===== src/rtl/core/fep_ram.sv =====
// ----------------------------------------------------------------------------
// fep_ram
// Generic simple dual-port RAM: one write port, one read port, registered read.
// ----------------------------------------------------------------------------
module fep_ram #(
	parameter int unsigned WIDTH = 8,
	parameter int unsigned DEPTH = 256,
	localparam int unsigned AW   = $clog2(DEPTH)
) (
	input  logic             clk,
	input  logic             we,
	input  logic [AW-1:0]    waddr,
	input  logic [WIDTH-1:0] wdata,
	input  logic [AW-1:0]    raddr,
	output logic [WIDTH-1:0] rdata
);

	logic [WIDTH-1:0] mem_q [DEPTH];

	// Write port.
	always_ff @(posedge clk) begin
		if (we) begin
			mem_q[waddr] <= wdata;
		end
	end

	// Registered read port.
	always_ff @(posedge clk) begin
		rdata <= mem_q[raddr];
	end

endmodule


===== config.mk =====
export PLATFORM = sky130hd
export DESIGN_NAME = fep_ram
export DESIGN_NICKNAME = d
export VERILOG_FILES = /design/src/rtl/core/fep_ram.sv
export SDC_FILE = /design/constraint.sdc
export NUM_CORES = 2
export LEC_CHECK = 0
export BUFFER_PORTS_ARGS = -buffer_cell sky130_fd_sc_hd__buf_4
export CAP_MARGIN = 20
export CORE_MARGIN = 2
export CORE_UTILIZATION = 55
export DETAILED_ROUTE_END_ITERATION = 8
export PLACE_DENSITY = 0.71
export SLEW_MARGIN = 20
export SYNTH_ARGS = -nofsm -noshare
export SYNTH_HDL_FRONTEND = slang
export SYNTH_SLANG_ARGS = --single-unit

===== constraint.sdc =====
create_clock -name clk -period 8.5 [get_ports clk]
set_input_delay 2.55 -clock clk [delete_from_list [all_inputs] [get_ports clk]]
set_output_delay 2.55 -clock clk [all_outputs]
set_load 0.02 [all_outputs]

==> results by stage <==
Run status:
- The flow ran to the end, but the final reports show violations.
- The final reports fail on design-rule violations.

Floorplan:
- From bottom edge to top edge, the die measures approximately 380 um.
- The core region is ~0.14 mm2.
- The floorplan step set the die width to 384 um.
- The floorplan has 139 rows.
- The die area is ~0.15 mm2.
- The number of ports placed on the die boundary is 34.
- The initial utilization of the core area, before any placement, comes to 0.554.

CTS:
- In this run the post-CTS setup repair buffer count came out at 0.
- The number of H-tree levels is 4.
- The buffer depth of the longest clock path is 3.
- The total of cells resized after clock tree synthesis is 0.
- The clock root buffer is clkbuf_16.
- After clock tree synthesis, the clock-pin slew on the worst setup and hold paths is ~0.06 ns.
- TritonCTS created 197 clock buffers.
- The clock tree from TritonCTS is built.
- Hold repair after CTS inserted 0 buffers.
- The number of clock sinks seen by CTS is just over 2k.
- Clock latency on the worst-skew pair, taken at its later pin, is between 0.8 and 0.9 ns.

Global routing:
- The maximum number of pins on one net before global-route repair is approximately 180.
- The number of global-route vias before repair was 38.8k.
- The number of antenna violations at the first check in global routing was 6.
- The first global-routing pass estimated approximately 280000 um of wire.
- The total congestion overflow after global routing is 0.
- The global-route total usage across every layer is 0.261.

Layout:
- The count of cells in the finished layout, fillers not included, comes to 5882.
- The net count of the finished layout is ~3.8k.
- The area growth from synthesis to layout is 10.4%.
- The share of final-layout standard cells stronger than drive strength 1 is 0.215.
- Counting the fill cells in the layout gives between 9k and 10k.

Timing:
- Summed over all failing endpoints, the final setup total negative slack is 0 ns.
- The number of hold violations in the final report is 0.
- The top achievable clock speed is ~180 MHz.
- Dividing the final minimum period by the clock period gives 0.654.
- The worst max-slew margin expressed relative to the limit is 0.186.
- The number of pins with negative max-slew slack in the final report is 0.
- The time the final worst path needs with I/O delays and setup is about 5.6 ns.
- The final worst setup slack is around 3 ns.
- On the final layout, the worst clock skew is 0.0381 ns.
- Setup repair after global routing left no endpoint under its margin.
- The number of endpoints failing setup at the final stage is 0.
- At the pin with the least slew margin, the transition time is 1.21 ns.

Placed design:
- The pre-CTS worst setup slack is 2.16 ns.
- Routability-driven placement finished with a final weighted congestion of approximately 0.85.
- Once detailed placement completed, the half-perimeter wirelength came to 112000 um.
- Including well taps, the total number of placed cells is 5507.
- In this run the tool buffered the top-level ports with 33 buffer cells.

Power:
- In this run the power density over the cells is 236 mW/mm2.
- Across the VDD grid, the largest voltage drop is between 0.0002 and 0.00025 V.
- For this design the static power due to leakage is around 27 nW.

Synthesis:
- The number of enable flip-flop cells after synthesis is 2048.
- Yosys attributes the largest share of cell area to edfxtp_1 (77%), mux4_2 (13%), mux2i_1 (1.7%).
- The share of synthesized flip-flops with an asynchronous set or reset is 0.
- The cell count after synthesis is approximately 3.7k.
- By count the netlist is led by edfxtp_1 (2048), mux4_2 (454), nor2_1 (282).
- Of the post-synthesis cell area, the dominant cell type holds 0.773.
- The synthesized design spends more area on one cell type than any other, namely edfxtp_1.
- Synthesis inferred around 2.1k register bits.
- The post-synthesis area per instance is approximately 21 um2.
- The number of nets produced by synthesis is 3759.
- The count of warnings emitted by yosys is 0.
- The post-synthesis instance area is between 0.07 and 0.08 mm2.
- The most frequent cell after synthesis is edfxtp_1.
- For this run, the leading register cell type out of synthesis is edfxtp_1.
- Of the synthesized area, sequential elements account for 0.775.
- The number of different library cells in the post-synthesis netlist is 55.

Route:
- Summing over every cut layer, the via total after detailed routing is 39.3k.
- The via density per instance is roughly 6.7.
- The detailed router finished its first iteration with between 5k and 6k violations.
- The first detailed-routing pass ran for 7 iterations.
- For this block, the routed nets add up to 191000 um of wire.
- The routed wire length per instance is 32.5 um.
- In this run the remaining antenna-violating nets after routing total 0.
- The total DRC errors in the routed layout is 4.

Setup path:
- The cell occurring most often along the worst timing path is buf_4.
- The critical path arrival is roughly 6.2 ns.
- Among all stages on the critical path, the largest delay is contributed by nor4_1.
- Traced cell by cell, the critical path runs through buf_8 -> buf_4 -> buf_4 -> mux4_2 -> o311ai_0 -> o22ai_1 -> nor4_1 -> nor4_2.
- The critical path is of the input port to flip-flop type.
- Data on the critical path is required at its endpoint by roughly 9.2 ns.
- The critical path launch point type is an input port.
- The highest cell delay on the worst timing path is between 1 and 1.5 ns.
- The buffers plus inverters on the worst setup path is 3.
- On the critical path the largest part of the delay comes from buffers and inverters.
- The setup slack of the worst register-to-register path is 5.46 ns.
- The worst setup path is captured at a flip-flop.
- The largest fanout of any net on the critical path is 45.

Flow run:
- The max-capacitance violation count is 0.

Worst hold path:
- The class of the tightest hold or removal check is flip-flop to flip-flop.
-- worst register-to-register path, stage by stage, from the launching register on --
cell and delay, ns:
edfxtp_1 0.36, mux4_2 0.49, a22o_1 0.26, a221oi_1 0.48, o221ai_1 0.30, a211oi_1 0.90, nor4_1 0.11
-- routing by layer --
| layer | vias to the layer above | part of all wire | global-route usage |
|---|---|---|---|
| met3 | 328 | 0.11 | 0.0551 |
| li1 | 15800 | - | - |
| met1 | 20800 | 0.39 | 0.387 |
| met5 | - | 0.000058 | 0 |
| met4 | 2 | 0.030 | 0.0831 |
| met2 | 2356 | 0.47 | 0.396 |
-- layout make-up --
class	instances	area, um2	share of cell area
diodes	4	10.0	0.000114
clock buffers	237	5140	0.0585
clock inverters	134	1180	0.0134
inverters	2	7.51	0.0000854
multi-input cells	1442	16500	0.188
flip-flops and latches	2056	61700	0.702
well taps	1903	2380	0.0271
repair buffers	104	976	0.0111
-- through the flow --
stage	util	hold WS, ns	instance area [um2]	power, mW
2_1_floorplan	-	0.770	79600	12.0
3_3_place_gp	0.567	1.01	81500	12.4
3_5_place_dp	0.568	1.03	81500	12.4
4_1_cts	0.611	1.04	87800	20.8
5_1_grt	0.612	1.12	87900	21.2
6_report	0.612	1.05	87900	20.7
-- cell usage in the layout, fill, tap and decap left out, types with 13 or more instances in the layout --
cell,instances
nand2_1,33
mux2i_1,134
nor2_1,279
clkbuf_1,37
mux4_2,454
nor4_1,20
o22ai_1,28
clkbuf_16,200
buf_4,82
o221ai_1,46
a211oi_1,16
a221oi_1,13
bufinv_16,15
a22oi_1,133
nor3_1,22
clkinv_2,34
nor2b_1,28
a21oi_1,96
clkinv_1,61
edfxtp_1,2048
nand3_1,34
-- registers in the layout, indices dropped and copies added (netlist names) --
register  cells
mem_q      2048
rdata         8
-- power by group --
| part | switching [mW] | internal (mW) |
|---|---|---|
| sequential | 0.0238 | 11.2 |
| clock | 3.77 | 4.79 |
| combinational | 0.661 | 0.326 |
-- cell families (layout without fill, tap and decap cells) --
logic type	after synthesis	count (layout)	synth area share
other	0	4	0
DFF	2056	2056	0.775
muxes	591	591	0.146
buffers and inverters	235	477	0.0183
and+or+nand+nor	466	466	0.0263
AOI/OAI and AO/OA	385	385	0.0342
-- worst paths after layout --
path	startpoint	to	cells after the start
setup / recovery	raddr[0]	rdata[6]	8
hold / removal	mem_q[103][7]	rdata[7]	5
hold reg to reg	mem_q[103][7]	rdata[7]	5
setup reg to reg	mem_q[24][5]	rdata[5]	6
(Power assumes the default switching activity.)
